**config.mk**
```make
export PLATFORM = sky130hd
export DESIGN_NAME = kwm_front
export DESIGN_NICKNAME = d
export VERILOG_FILES = /design/src/sv/kwm_pkg.sv /design/src/sv/kwm_front.sv
export SDC_FILE = /design/constraint.sdc
export NUM_CORES = 1
export LEC_CHECK = 0
export BUFFER_PORTS_ARGS = -buffer_cell sky130_fd_sc_hd__buf_2
export CAP_MARGIN = 0
export CELL_PAD_IN_SITES_DETAIL_PLACEMENT = 0
export CELL_PAD_IN_SITES_GLOBAL_PLACEMENT = 1
export CORE_MARGIN = 3
export CORE_UTILIZATION = 22
export CTS_CLUSTER_DIAMETER = 60
export DETAILED_ROUTE_END_ITERATION = 8
export GPL_TIMING_DRIVEN = 0
export PLACE_DENSITY = 0.95
export SETUP_SLACK_MARGIN = 0.02
export SLEW_MARGIN = 10
export SYNTH_ARGS = -nofsm -noshare
export SYNTH_HDL_FRONTEND = slang
export SYNTH_SLANG_ARGS = --single-unit
```
**constraint.sdc**
```tcl
create_clock -name clock -period 2.85 [get_ports clock]
set_input_delay 0.285 -clock clock [delete_from_list [all_inputs] [get_ports clock]]
set_output_delay 0.285 -clock clock [all_outputs]
set_load 0.01 [all_outputs]
```
**src/sv/kwm_pkg.sv**
```systemverilog
// Shared types, codes and key helper functions for the k-way merge unit.
package kwm_pkg;

   localparam logic OP_LOAD = 1'b0;
   localparam logic OP_EMIT = 1'b1;

   localparam logic [1:0] ST_VALID = 2'd0;
   localparam logic [1:0] ST_EMPTY = 2'd1;
   localparam logic [1:0] ST_ERROR = 2'd2;

   localparam logic [2:0] KK_INT8  = 3'd0;
   localparam logic [2:0] KK_INT16 = 3'd1;
   localparam logic [2:0] KK_INT32 = 3'd2;
   localparam logic [2:0] KK_INT64 = 3'd3;
   localparam logic [2:0] KK_F32   = 3'd4;
   localparam logic [2:0] KK_F64   = 3'd5;

   localparam logic CSR_NUM_RUNS = 1'b0;
   localparam logic CSR_KEY_KIND = 1'b1;

   typedef struct packed {
      logic        is_emit;
      logic        err;
      logic        stable;
      logic [2:0]  run;
      logic [63:0] key;
      logic [31:0] rid;
   } cmd_type;

   typedef struct packed {
      logic [31:0] row_id;
      logic [63:0] key;
      logic [1:0]  status;
      logic        all_stable;
      logic        last;
   } rsp_type;

   function automatic logic [7:0] eff_runs(input logic [3:0] num, input logic [7:0] maxr);
      logic [7:0] n;
      n = {4'b0, num};
      if (num == 4'd0) return 8'd1;
      if (n > maxr) return maxr;
      return n;
   endfunction

   function automatic logic [63:0] norm_key(input logic [2:0] kind, input logic [63:0] raw);
      logic [63:0] r;
      case (kind)
         KK_INT8:  r = {{56{raw[7]}}, raw[7:0]};
         KK_INT16: r = {{48{raw[15]}}, raw[15:0]};
         KK_INT32: r = {{32{raw[31]}}, raw[31:0]};
         KK_F32:   r = {32'b0, raw[31:0]};
         default:  r = raw;
      endcase
      return r;
   endfunction

   // unsigned value whose order equals the key order
   function automatic logic [63:0] rank_key(input logic [2:0] kind, input logic [63:0] raw);
      logic [63:0] k;
      logic [63:0] r;
      k = norm_key(kind, raw);
      if (kind == KK_F32) begin
         if (k[30:0] == 31'b0) k = 64'b0;
         if (k[31]) r = {32'b0, ~k[31:0]};
         else r = {32'b0, 1'b1, k[30:0]};
      end else if (kind == KK_F64) begin
         if (k[62:0] == 63'b0) k = 64'b0;
         if (k[63]) r = ~k;
         else r = {1'b1, k[62:0]};
      end else begin
         r = {~k[63], k[62:0]};
      end
      return r;
   endfunction

endpackage

```
**src/sv/kwm_front.sv**
```systemverilog
// Front end: accepts request words, checks loads and tags each command.
module kwm_front #(
   parameter int CAPACITY = 1024,
   parameter int MAX_RUNS = 8
) (
   input  logic            clock,
   input  logic            reset,
   input  logic            req_push,
   output logic            req_full,
   input  logic            req_operation,
   input  logic [2:0]      req_run,
   input  logic [63:0]     req_sort_key,
   input  logic [31:0]     req_row_id,
   input  logic            req_run_stable,
   input  logic [3:0]      num_runs,
   output logic            cmd_push,
   output kwm_pkg::cmd_type cmd_data,
   input  logic            cmd_full
);
   import kwm_pkg::*;

   localparam int AW = $clog2(CAPACITY);
   localparam logic [7:0] MAXR = 8'(MAX_RUNS);
   localparam logic [AW:0] CAP = (AW + 1)'(CAPACITY);

   logic          loading_ff, loading_in;
   logic          error_ff, error_in;
   logic          stable_ff, stable_in;
   logic [2:0]    cur_run_ff, cur_run_in;
   logic [AW:0]   fill_ff, fill_in;
   logic          accept, bad_load;

   assign req_full = cmd_full;
   assign accept   = req_push && !cmd_full;

   always_comb begin
      bad_load = !loading_ff || (req_run < cur_run_ff) ||
                 ({5'b0, req_run} >= eff_runs(num_runs, MAXR)) || (fill_ff >= CAP);
      loading_in = loading_ff;
      error_in   = error_ff;
      stable_in  = stable_ff;
      cur_run_in = cur_run_ff;
      fill_in    = fill_ff;
      cmd_push   = 1'b0;
      cmd_data.is_emit = req_operation;
      cmd_data.err     = error_ff;
      cmd_data.stable  = stable_ff;
      cmd_data.run     = req_run;
      cmd_data.key     = req_sort_key;
      cmd_data.rid     = req_row_id;
      if (accept) begin
         if (req_operation == OP_EMIT) begin
            cmd_push   = 1'b1;
            // an emit that only reports the error leaves loading open
            if (!error_ff) loading_in = 1'b0;
         end else if (bad_load) begin
            // drop the word
            error_in = 1'b1;
         end else begin
            cmd_push   = 1'b1;
            cur_run_in = req_run;
            fill_in    = fill_ff + 1'b1;
            stable_in  = stable_ff & req_run_stable;
         end
      end
   end

   always_ff @(posedge clock) begin
      if (reset) begin
         loading_ff <= 1'b1;
         error_ff   <= 1'b0;
         stable_ff  <= 1'b1;
         cur_run_ff <= 3'd0;
         fill_ff    <= '0;
      end else begin
         loading_ff <= loading_in;
         error_ff   <= error_in;
         stable_ff  <= stable_in;
         cur_run_ff <= cur_run_in;
         fill_ff    <= fill_in;
      end
   end
endmodule

```
==> flow_summary.toml <==
[final_layout]
final_cell_mix = "buf_2, buf_4, dfxtp_1"
fillers = 775
layout_commonest_cell = "buf_2"
final_net_count = 452
antenna_cells = 0
drive_gt1_share_pct = 66.96
area.growth.synth_to_final_pct = 43.62

[setup_path]
critical_path.startpoint = "cur_run_ff[2]"
cp-start-kind = "register"
critical_path.max_stage_delay_ns = 0.33
critPathArrivalTime_ns = 1.91
cpMostUsedCell = "buf_2"
r2r-start = "cur_run_ff[2]"
cp_num_buf_inv = 3
critical_path_class = "register to primary output"
crit_fanout = 6
required_ns = 2.57
crit_family = "compound AO/OA/AOI/OAI gates"
cp-end-kind = "primary output"
critPathSlowestCell = "dfxtp_1"
path_cells = "inv_1, ha_1, a21o_1, a31oi_1, and3b_1, buf_2, o21a_1, buf_2"

[cts]
root_buffer = "clkbuf_8"
postCtsSetupRepairBufs = 0
clock_latency_ns = 0.25
cts_resized = 0
cts_buffers = 3
cts_buffer_depth = 2
htree_num_levels = 1
cts_sinks = 17
cts_tree = "yes"
cts-hold-fix-buffers = 0
cts.clk_slew.worst_paths_ns = 0.06

[routing]
drt_iter0_drc = 62
vias_per_cell = 3.924
drcViolationCount = 0
vias = 1707
avgRoutedWirePerCell_um = 9.634
drt-pass1-iter-count = 4
routed_wl_um = 4191
drtAntennaViolNets = 0

[die]
die_area_um2 = 8850
die_h_um = 94.08
fp-row-count = 31
die_w_um = 94.08
core_um2 = 7370
pin_count = 213
start_util_pct = 23.16

[min_path]
hold_class = "input port to register"
min-delay-start = "req_run_stable"

[yosys]
synth.top_cell.area_share_pct = 45.31
ys_seq_area_share_pct = 19.94
synthAdderAreaFrac_pct = 4.399
ys.flop_type = "dfxtp_1"
ys_warn_count = 0
synth_top_family_by_area = "buffers and inverters"
synth-compound-area-share_pct = 10.48
synth_xor_area_share_pct = 0
synth_nets = 332
syn_area_per_cell_um2 = 7.865
synth_cells = 217
synth_area_leaders = "buf_4, dfxtp_1, ha_1"
muxShareOfSynthArea_pct = 1.320
ys_ff_latch = 17
synth_edf_count = 0
netlist_area_um2 = 1707
synthArstFlopShare_pct = 0
yosys.area.top_type = "buf_4"
synth_cell_types = 28
synth-simple-area-share_pct = 16.13

[power]
vdd.ir_drop.worst_mv = 0.1694
power_density_nw_per_um2 = 291.1
p_leak_nw = 1.311

[sta]
rsz0062_at_grt = "no"
finalSetupViolations = 0
worst_clock_skew_ns = 0.001236
relSlewSlack_pct = 69.72
layout_min_cycle_time_ns = 2.194
fin_setup_tns_ns = 0
hold_viol = 0
fin_hold_ws_ns = 0.2707
slew_viol_final = 0
fmax_mhz = 455.7
tightest_slew_ns = 0.4541
post-route-period-util_pct = 77.00

[global_routing]
overflow = 0
grt_max_degree = 11
grt_usage_pct = 8.261
antenna_found_initial = 0
grt_pass1_vias = 1449
grt_pass1_wl_um = 5989

[placed_design]
gp_congestion = 0.7251
dp_hpwl_um = 3630
portBuffers = 115

[outcome]
status = "finished clean"

[flow_run]
max-cap-violations = 0
-- registers in the layout, indices dropped and copies added (netlist names) --
register / flops
loading_ff: 1
stable_ff: 1
fill_ff: 11
error_ff: 1
cur_run_ff: 3
-- layout make-up --
type / instances / area, um^2 / share of cell area, %
plain buffers: 109 / 799.5 / 32.62
clock buffers: 4 / 45.04 / 1.838
inverters: 4 / 15.01 / 0.6126
multi-input cells: 87 / 551.8 / 22.51
flip-flops and latches: 17 / 340.3 / 13.88
well taps: 99 / 123.9 / 5.054
repair buffers: 115 / 575.6 / 23.48
-- per-stage QoR --
stage	area, um^2	cells	setup slack (ns)	total power (W)	util [%]
final	2451	435	0.6556	0.0007134	33.26
after global routing	2451	435	0.5255	0.0007563	33.26
after CTS	2451	435	0.6339	0.0007224	33.26
after detailed placement	2406	431	0.4937	0.0005413	32.65
after global placement	2406	431	0.5612	0.0005361	32.65
after floorplan	1707	217	0.8425	0.0004447	-
-- where the power goes --
group | internal (W) | switching (W) | total, W
sequential | 0.000241 | 0.00000208 | 0.000243
clock | 0.0000993 | 0.0000819 | 0.000181
combinational | 0.000165 | 0.000124 | 0.000289
-- worst paths after layout --
| check | endpoint | cells after the start | slack (ns) |
|---|---|---|---|
| worst min register to register | loading_ff | 1 | 0.46 |
| worst min-delay path | stable_ff | 3 | 0.27 |
| worst max register to register | fill_ff[9] | 8 | 0.92 |
| worst max-delay path | cmd_push | 8 | 0.66 |
-- synth_stat cells, drive strengths merged, types with 3 or more instances --
cell	count
buf	106
o21ai	12
nand2b	6
clkbuf	3
ha	6
dfxtp	17
inv	4
nor2b	7
and3	3
or3	6
nand3	9
a21oi	12
nor2	6
-- worst min-delay path: cells and delay by family --
kind / cells / cell delay (ns)
AND/OR/NAND/NOR: 1 / 0.06
AO/OA/AOI/OAI: 1 / 0.07
buffers and inverters: 1 / 0.08
-- cells by family after synthesis --
group / Yosys count
adder cells (fa/ha/maj): 6
multiplexers: 2
AND/OR/NAND/NOR: 48
buffers and inverters: 113
AO/OA/AOI/OAI: 31
flip-flops: 17
-- layer usage --
layer,GRT usage [%],vias up,wire length [um]
li1,-,856,-
met1,8.519,732,1450
met2,15.32,112,2120
met3,1.603,7,500
met4,4.813,0,120
met5,0,-,0
Note: power is estimated with default switching activity, not from simulation.
