## config.mk

```make
export PLATFORM = sky130hd
export DESIGN_NAME = kwm_fifo
export DESIGN_NICKNAME = d
export VERILOG_FILES = /design/src/sv/kwm_fifo.sv
export SDC_FILE = /design/constraint.sdc
export NUM_CORES = 1
export LEC_CHECK = 0
export BUFFER_PORTS_ARGS = -buffer_cell sky130_fd_sc_hd__buf_2
export CAP_MARGIN = 10
export CORE_MARGIN = 4
export CORE_UTILIZATION = 40
export CTS_CLUSTER_DIAMETER = 40
export DETAILED_ROUTE_END_ITERATION = 16
export PLACE_DENSITY = 0.6
export SYNTH_ARGS = -nofsm -noshare
export SYNTH_HDL_FRONTEND = slang
export SYNTH_SLANG_ARGS = --single-unit
```

## constraint.sdc

```tcl
create_clock -name clock -period 1.82 [get_ports clock]
set_input_delay 0.182 -clock clock [delete_from_list [all_inputs] [get_ports clock]]
set_output_delay 0.182 -clock clock [all_outputs]
set_load 0.01 [all_outputs]
```

## src/sv/kwm_fifo.sv

```systemverilog
// Two-entry word queue used between the front, the back and the result port.
module kwm_fifo #(
   parameter int WIDTH = 8
) (
   input  logic             clock,
   input  logic             reset,
   input  logic             push,
   input  logic [WIDTH-1:0] push_data,
   output logic             full,
   input  logic             pop,
   output logic [WIDTH-1:0] pop_data,
   output logic             empty
);
   logic [WIDTH-1:0] mem_ff [2];
   logic             wr_ff, wr_in, rd_ff, rd_in;
   logic [1:0]       cnt_ff, cnt_in;
   logic             do_push, do_pop;

   assign full     = cnt_ff == 2'd2;
   assign empty    = cnt_ff == 2'd0;
   assign pop_data = mem_ff[rd_ff];
   assign do_push  = push && !full;
   assign do_pop   = pop && !empty;

   always_comb begin
      wr_in  = do_push ? ~wr_ff : wr_ff;
      rd_in  = do_pop ? ~rd_ff : rd_ff;
      cnt_in = cnt_ff + {1'b0, do_push} - {1'b0, do_pop};
   end

   always_ff @(posedge clock) begin
      if (reset) begin
         wr_ff  <= 1'b0;
         rd_ff  <= 1'b0;
         cnt_ff <= 2'd0;
      end else begin
         wr_ff  <= wr_in;
         rd_ff  <= rd_in;
         cnt_ff <= cnt_in;
      end
   end

   always_ff @(posedge clock) begin
      if (do_push) mem_ff[wr_ff] <= push_data;
   end
endmodule

```

==> impl_metrics.toml, run 1 <==
[setup_path]
timing.critical_path.buf_inv = 1
start_kind = "flip-flop"
crit_type = "flip-flop to flip-flop"
setup.worst_path.end_class = "flip-flop"
worstPathRequired_ps = 2060
cpMostUsedCell = "ha_1"
critPathMaxStageDelay_ps = 390
r2r_end = "cnt_ff[1]$_SDFF_PP0_"
worst-endpoint-arrival_ps = 1820
cp_slowest_cell = "dfxtp_1"
ff2ff_path_depth = 8
critPathMaxFanout = 4
reg2reg_slack_ps = 250
cp.depth = 8
crit_chain = "nand2b_2 -> nand2_1 -> ha_1 -> inv_1 -> ha_1 -> xor2_1 -> and2_1 -> nor3_1"
crit_family = "simple AND/OR/NAND/NOR gates"
rr_startpoint = "cnt_ff[0]$_SDFF_PP0_"

[clock_tree]
ctsResizeCount = 0
clock_path_buffers = 2
postCtsSetupRepairBufs = 0
cts_tree = "yes"
clock-sinks = 21
clockRootBuffer = "clkbuf_4"
cts.clk_slew.worst_paths_ps = 110
cts_hold_buf = 0
clk_latency_ps = 310
htree_levels = 1
cts_made_buffers = 3

[routing]
dr_wl_met3_um = 62
viasPerCell = 4.48
maxUsedRoutingLayer = "met4"
wire_per_inst_um = 11.6
via_count = 461
wl_met1_um = 521
drt_iter0_drc = 5
wl_um = 1190
wl_met2_um = 576
remaining_drc_errors = 0
ant_nets = 0
dr.pass1.iters = 3

[flow_run]
cap_viol_max_count = 0

[place]
hpwlAfterDp_um = 856
post-place-ws_ps = 251
gp_congestion = 0.599
postPlaceCellArea_um2 = 945
numPortBuffers = 21

[sta]
fin_crit_sh = 0.865
finalHoldViolCount = 0
setup_violations = 0
fin_ws_ps = 246
worstMarginPinSlew_ps = 371
fin_skew_ps = 3.70
max_freq_mhz = 635
rsz0062_at_grt = "false"
setup_tns_ps = 0
slew_violations = 0
relSlewSlack = 0.752
fin_crit_ps = 1570

[cells_and_area]
syn2layout_area_growth_pct = 19.9
drive_gt1_frac = 0.421
seq_area_um2 = 581
fin_nets = 91
antennaDiodeCount = 0
n_fill_cell = 200
multi_input_area_um2 = 210
finalInstanceArea_um2 = 972

[floorplanning]
die_width_um = 53.0
die_area_mm2 = 0.00281
dieHeight_um = 53.0
placementRows = 16
start_util = 0.418
coreArea_mm2 = 0.00194
io_pins = 22

[synth]
synth_cell_types = 21
yosys_warnings = 0
yosys-top-cells-area = "edfxtp_1 59%, dfxtp_1 12%, mux2_1 6.9%, mux2_2 4.2%, ha_1 3.1%"
synth_area_per_cell_um2 = 15.6
postSynthCellCount = 52
ys.flop_type = "edfxtp_1"
yosys.area.top_type_share = 0.593
ys_ff_latch = 21
synth_common_cells = "16 x edfxtp_1, 5 x dfxtp_1, 5 x mux2_1, 4 x nor2_1"
syn-cell-area_um2 = 811
seq_area_frac_synth = 0.716
yosysTopAreaCell = "edfxtp_1"
yosysMostFrequentCell = "edfxtp_1"
synth-edff-count = 16
async_reset_ff_frac = 0
synth_nets = 66

[hold_path]
min_from = "push_data[1]"
hp-class = "input port to flip-flop"
min_path_cells = 1
min_to = "mem_ff[0][1]$_DFFE_PP_"

[power_and_ir_drop]
p_leak_nw = 0.405
irDropWorstVdd_v = 0.000693
power.density_mw_per_mm2 = 1320
totalPowerFinal_w = 0.00129

[global_route]
grt_overflow = 0
grt_pass1_vias = 453
grt_pass1_wl_um = 1900
grt_max_degree = 13
grt_antenna_before_repair = 0
grtUsageTotal = 0.100

[outcome]
run_status = "finished, final reports clean"
==> worst max path at each step <==
stage,from,end
after floorplan,cnt_ff[1]$_SDFF_PP0_,cnt_ff[1]$_SDFF_PP0_
after global placement,cnt_ff[0]$_SDFF_PP0_,cnt_ff[1]$_SDFF_PP0_
after detailed placement,cnt_ff[0]$_SDFF_PP0_,cnt_ff[1]$_SDFF_PP0_
after CTS,flip-flop,pop_data[1]
after global routing,cnt_ff[0]$_SDFF_PP0_,cnt_ff[1]$_SDFF_PP0_
final,cnt_ff[0]$_SDFF_PP0_,cnt_ff[1]$_SDFF_PP0_
==> report_power, final <==
group          total [W]  internal, W  leakage (nW)  switching, W
Combinational   0.000382     0.000193         0.197      0.000189
Sequential      0.000682     0.000619         0.191     0.0000629
Clock           0.000223    0.0000821        0.0177      0.000141
==> layer usage <==
metal,vias to the layer above,GRT usage
met3,4,0.0254
li1,231,-
met4,0,0.0894
met5,-,0
met1,215,0.119
met2,11,0.149
==> stage by stage <==
step / utilization / hold WS (ps) / std cells
floorplan: - / 251 / 52
global placement: 0.486 / 369 / 99
detailed placement: 0.486 / 375 / 99
CTS: 0.501 / 45.8 / 103
global route: 0.501 / 42.2 / 103
finish: 0.501 / 52.8 / 103
==> sequential cells by signal, summed over array words and instances (netlist names), named ones only <==
signal  count
mem_ff     16
rd_ff       1
wr_ff       1
cnt_ff      2
==> worst register-to-register path: stages (launching register included) <==
cell and delay (ps):
dfxtp_1 390, nand2b_2 160, nand2_1 70, ha_1 270, inv_1 40, ha_1 180
xor2_1 150, and2_1 150, nor3_1 110
==> cell families (layout without fill, tap and decap cells) <==
group / count (synthesis) / in the layout / synth area share
XOR/XNOR: 2 / 2 / 0.0216
AND/OR/NAND/NOR: 11 / 11 / 0.0725
adder cells (fa/ha/maj): 2 / 2 / 0.0309
AO/OA/AOI/OAI: 3 / 3 / 0.0231
multiplexers: 8 / 8 / 0.111
buffers and inverters: 5 / 29 / 0.0247
flip-flops: 21 / 21 / 0.716
==> cells in the final DEF, fill, tap and decap left out, drive strengths merged, types with 2 or more instances in the layout <==
master / n
mux2: 8
ha: 2
dfxtp: 5
inv: 4
nor2: 4
edfxtp: 16
clkbuf: 3
buf: 21
==> layout make-up <==
| cell class | instances | share of cell area |
|---|---|---|
| clock inverter | 1 | 0.00515 |
| timing repair buffer | 21 | 0.108 |
| sequential | 21 | 0.597 |
| multi-input combinational | 26 | 0.216 |
| inverter | 4 | 0.0154 |
| tap | 27 | 0.0347 |
| clock buffer | 3 | 0.0232 |
No activity file was read; power rests on OpenSTA's default activity.
==> run 2: changes to the inputs <==
--- a/config.mk
+++ b/config.mk
@@ -11,6 +11,7 @@
 export CORE_UTILIZATION = 40
 export CTS_CLUSTER_DIAMETER = 40
 export DETAILED_ROUTE_END_ITERATION = 16
+export GPL_TIMING_DRIVEN = 0
 export PLACE_DENSITY = 0.6
 export SYNTH_ARGS = -nofsm -noshare
 export SYNTH_HDL_FRONTEND = slang
==> run 2 against run 1 <==
Cell area rose by 0.39%. Via count fell by 0.87%. Register-to-register slack improved by 20 ps. Utilization rose by 0.19 points. Maximum frequency rose by 1.1%. Clock skew barely moved. Critical endpoint unchanged. Largest cell class unchanged. Largest power group unchanged.
==> impl_metrics.toml, run 2 (same netlist as run 1, synthesis figures left out) <==
[floorplanning]
coreArea_mm2 = 0.00194
die_area_mm2 = 0.00281
io_pins = 22
die_width_um = 53.0
start_util = 0.418
placementRows = 16
dieHeight_um = 53.0

[flow_run]
cap_viol_max_count = 0

[clock_tree]
clockRootBuffer = "clkbuf_4"
htree_levels = 1
ctsResizeCount = 0
cts_hold_buf = 0
clock-sinks = 21
cts_tree = "yes"
cts_made_buffers = 3
postCtsSetupRepairBufs = 0
cts.clk_slew.worst_paths_ps = 110
clk_latency_ps = 290
clock_path_buffers = 2

[setup_path]
worst-endpoint-arrival_ps = 1780
reg2reg_slack_ps = 260
timing.critical_path.buf_inv = 1
cp_slowest_cell = "dfxtp_1"
crit_chain = "nand2b_2 -> nand2_1 -> ha_1 -> inv_1 -> ha_1 -> xor2_1 -> and2_1 -> nor3_1"
cpMostUsedCell = "ha_1"
crit_family = "simple AND/OR/NAND/NOR gates"
start_kind = "flip-flop"
setup.worst_path.end_class = "flip-flop"
critPathMaxFanout = 4
crit_type = "flip-flop to flip-flop"
worstPathRequired_ps = 2040
critPathMaxStageDelay_ps = 390

[routing]
viasPerCell = 4.39
via_count = 457
dr.pass1.iters = 4
drt_iter0_drc = 4
wire_per_inst_um = 10.9
wl_um = 1130
ant_nets = 0
remaining_drc_errors = 0

[power_and_ir_drop]
power.density_mw_per_mm2 = 1310
irDropWorstVdd_v = 0.000542
p_leak_nw = 0.408

[sta]
slew_violations = 0
fin_crit_ps = 1560
fin_hold_ws_ps = 72.0
rsz0062_at_grt = "false"
relSlewSlack = 0.784
fin_crit_sh = 0.855
finalHoldViolCount = 0
setup_tns_ps = 0
setup_violations = 0
max_freq_mhz = 643
fin_skew_ps = 3.84
worstMarginPinSlew_ps = 323

[global_route]
grt_pass1_wl_um = 1750
grt_antenna_before_repair = 0
grt_max_degree = 12
grtUsageTotal = 0.0914
grt_overflow = 0
grt_pass1_vias = 423

[cells_and_area]
most-common-layout-cells = "22 x buf_2, 16 x edfxtp_1, 5 x mux2_1, 5 x dfxtp_1, 4 x nor2_1"
largest_register_ffs = 16
largest-register = "mem_ff"
final_util = 0.503
antennaDiodeCount = 0
fin_nets = 92
syn2layout_area_growth_pct = 20.4
drive_gt1_frac = 0.416
reg.largest.list = "mem_ff x16, cnt_ff x2"
final_common_cell = "buf_2"

[place]
numPortBuffers = 21
gp_congestion = 0.654

[outcome]
run_status = "finished, final reports clean"

[hold_path]
hp-class = "input port to flip-flop"
run 2: power breakdown:
group | total (W) | internal [W] | switching, W
clock | 0.000210 | 0.0000850 | 0.000125
combinational | 0.000411 | 0.000199 | 0.000213
sequential | 0.000656 | 0.000619 | 0.0000373
run 2: worst paths after layout:
| path | startpoint | end | cells past startpoint |
|---|---|---|---|
| min | push_data[1] | mem_ff[0][1]$_DFFE_PP_ | 1 |
| max reg2reg | cnt_ff[0]$_SDFF_PP0_ | cnt_ff[1]$_SDFF_PP0_ | 8 |
| max | cnt_ff[0]$_SDFF_PP0_ | cnt_ff[1]$_SDFF_PP0_ | 8 |
| min reg2reg | wr_ff$_SDFFE_PP0P_ | wr_ff$_SDFFE_PP0P_ | 2 |
run 2: metal layers:
layer	global-route usage	up-vias	routed length, um	share of wire
met5	0	-	0	0
met4	0.0511	0	8	0.0071
met3	0.0254	2	52	0.046
met2	0.155	9	583	0.52
met1	0.102	211	487	0.43
li1	-	235	-	-
run 2: worst register-to-register path: cells and delay by family, from the launching register on:
kind,cells,cell delay (ps)
simple gates,4,480
fa+ha+maj,2,450
flops,1,390
xor+xnor,1,150
buf+inv,1,40
run 2: metrics by stage:
step	setup WS (ps)	area [um^2]	total power [W]	cells
after floorplan	346	811	0.000951	52
after global placement	290	950	0.00108	100
after detailed placement	263	950	0.00109	100
after CTS	237	976	0.00130	104
after global routing	99.2	976	0.00139	104
final	264	976	0.00128	104
run 2: area by class of cell:
type | instances | area [um^2]
Buffer | 1 | 5.00
Clock buffer | 4 | 26.3
Fill cell | 194 | 966
Inverter | 4 | 15.0
Multi-Input combinational cell | 26 | 210
Sequential cell | 21 | 581
Tap cell | 27 | 33.8
Timing Repair Buffer | 21 | 105
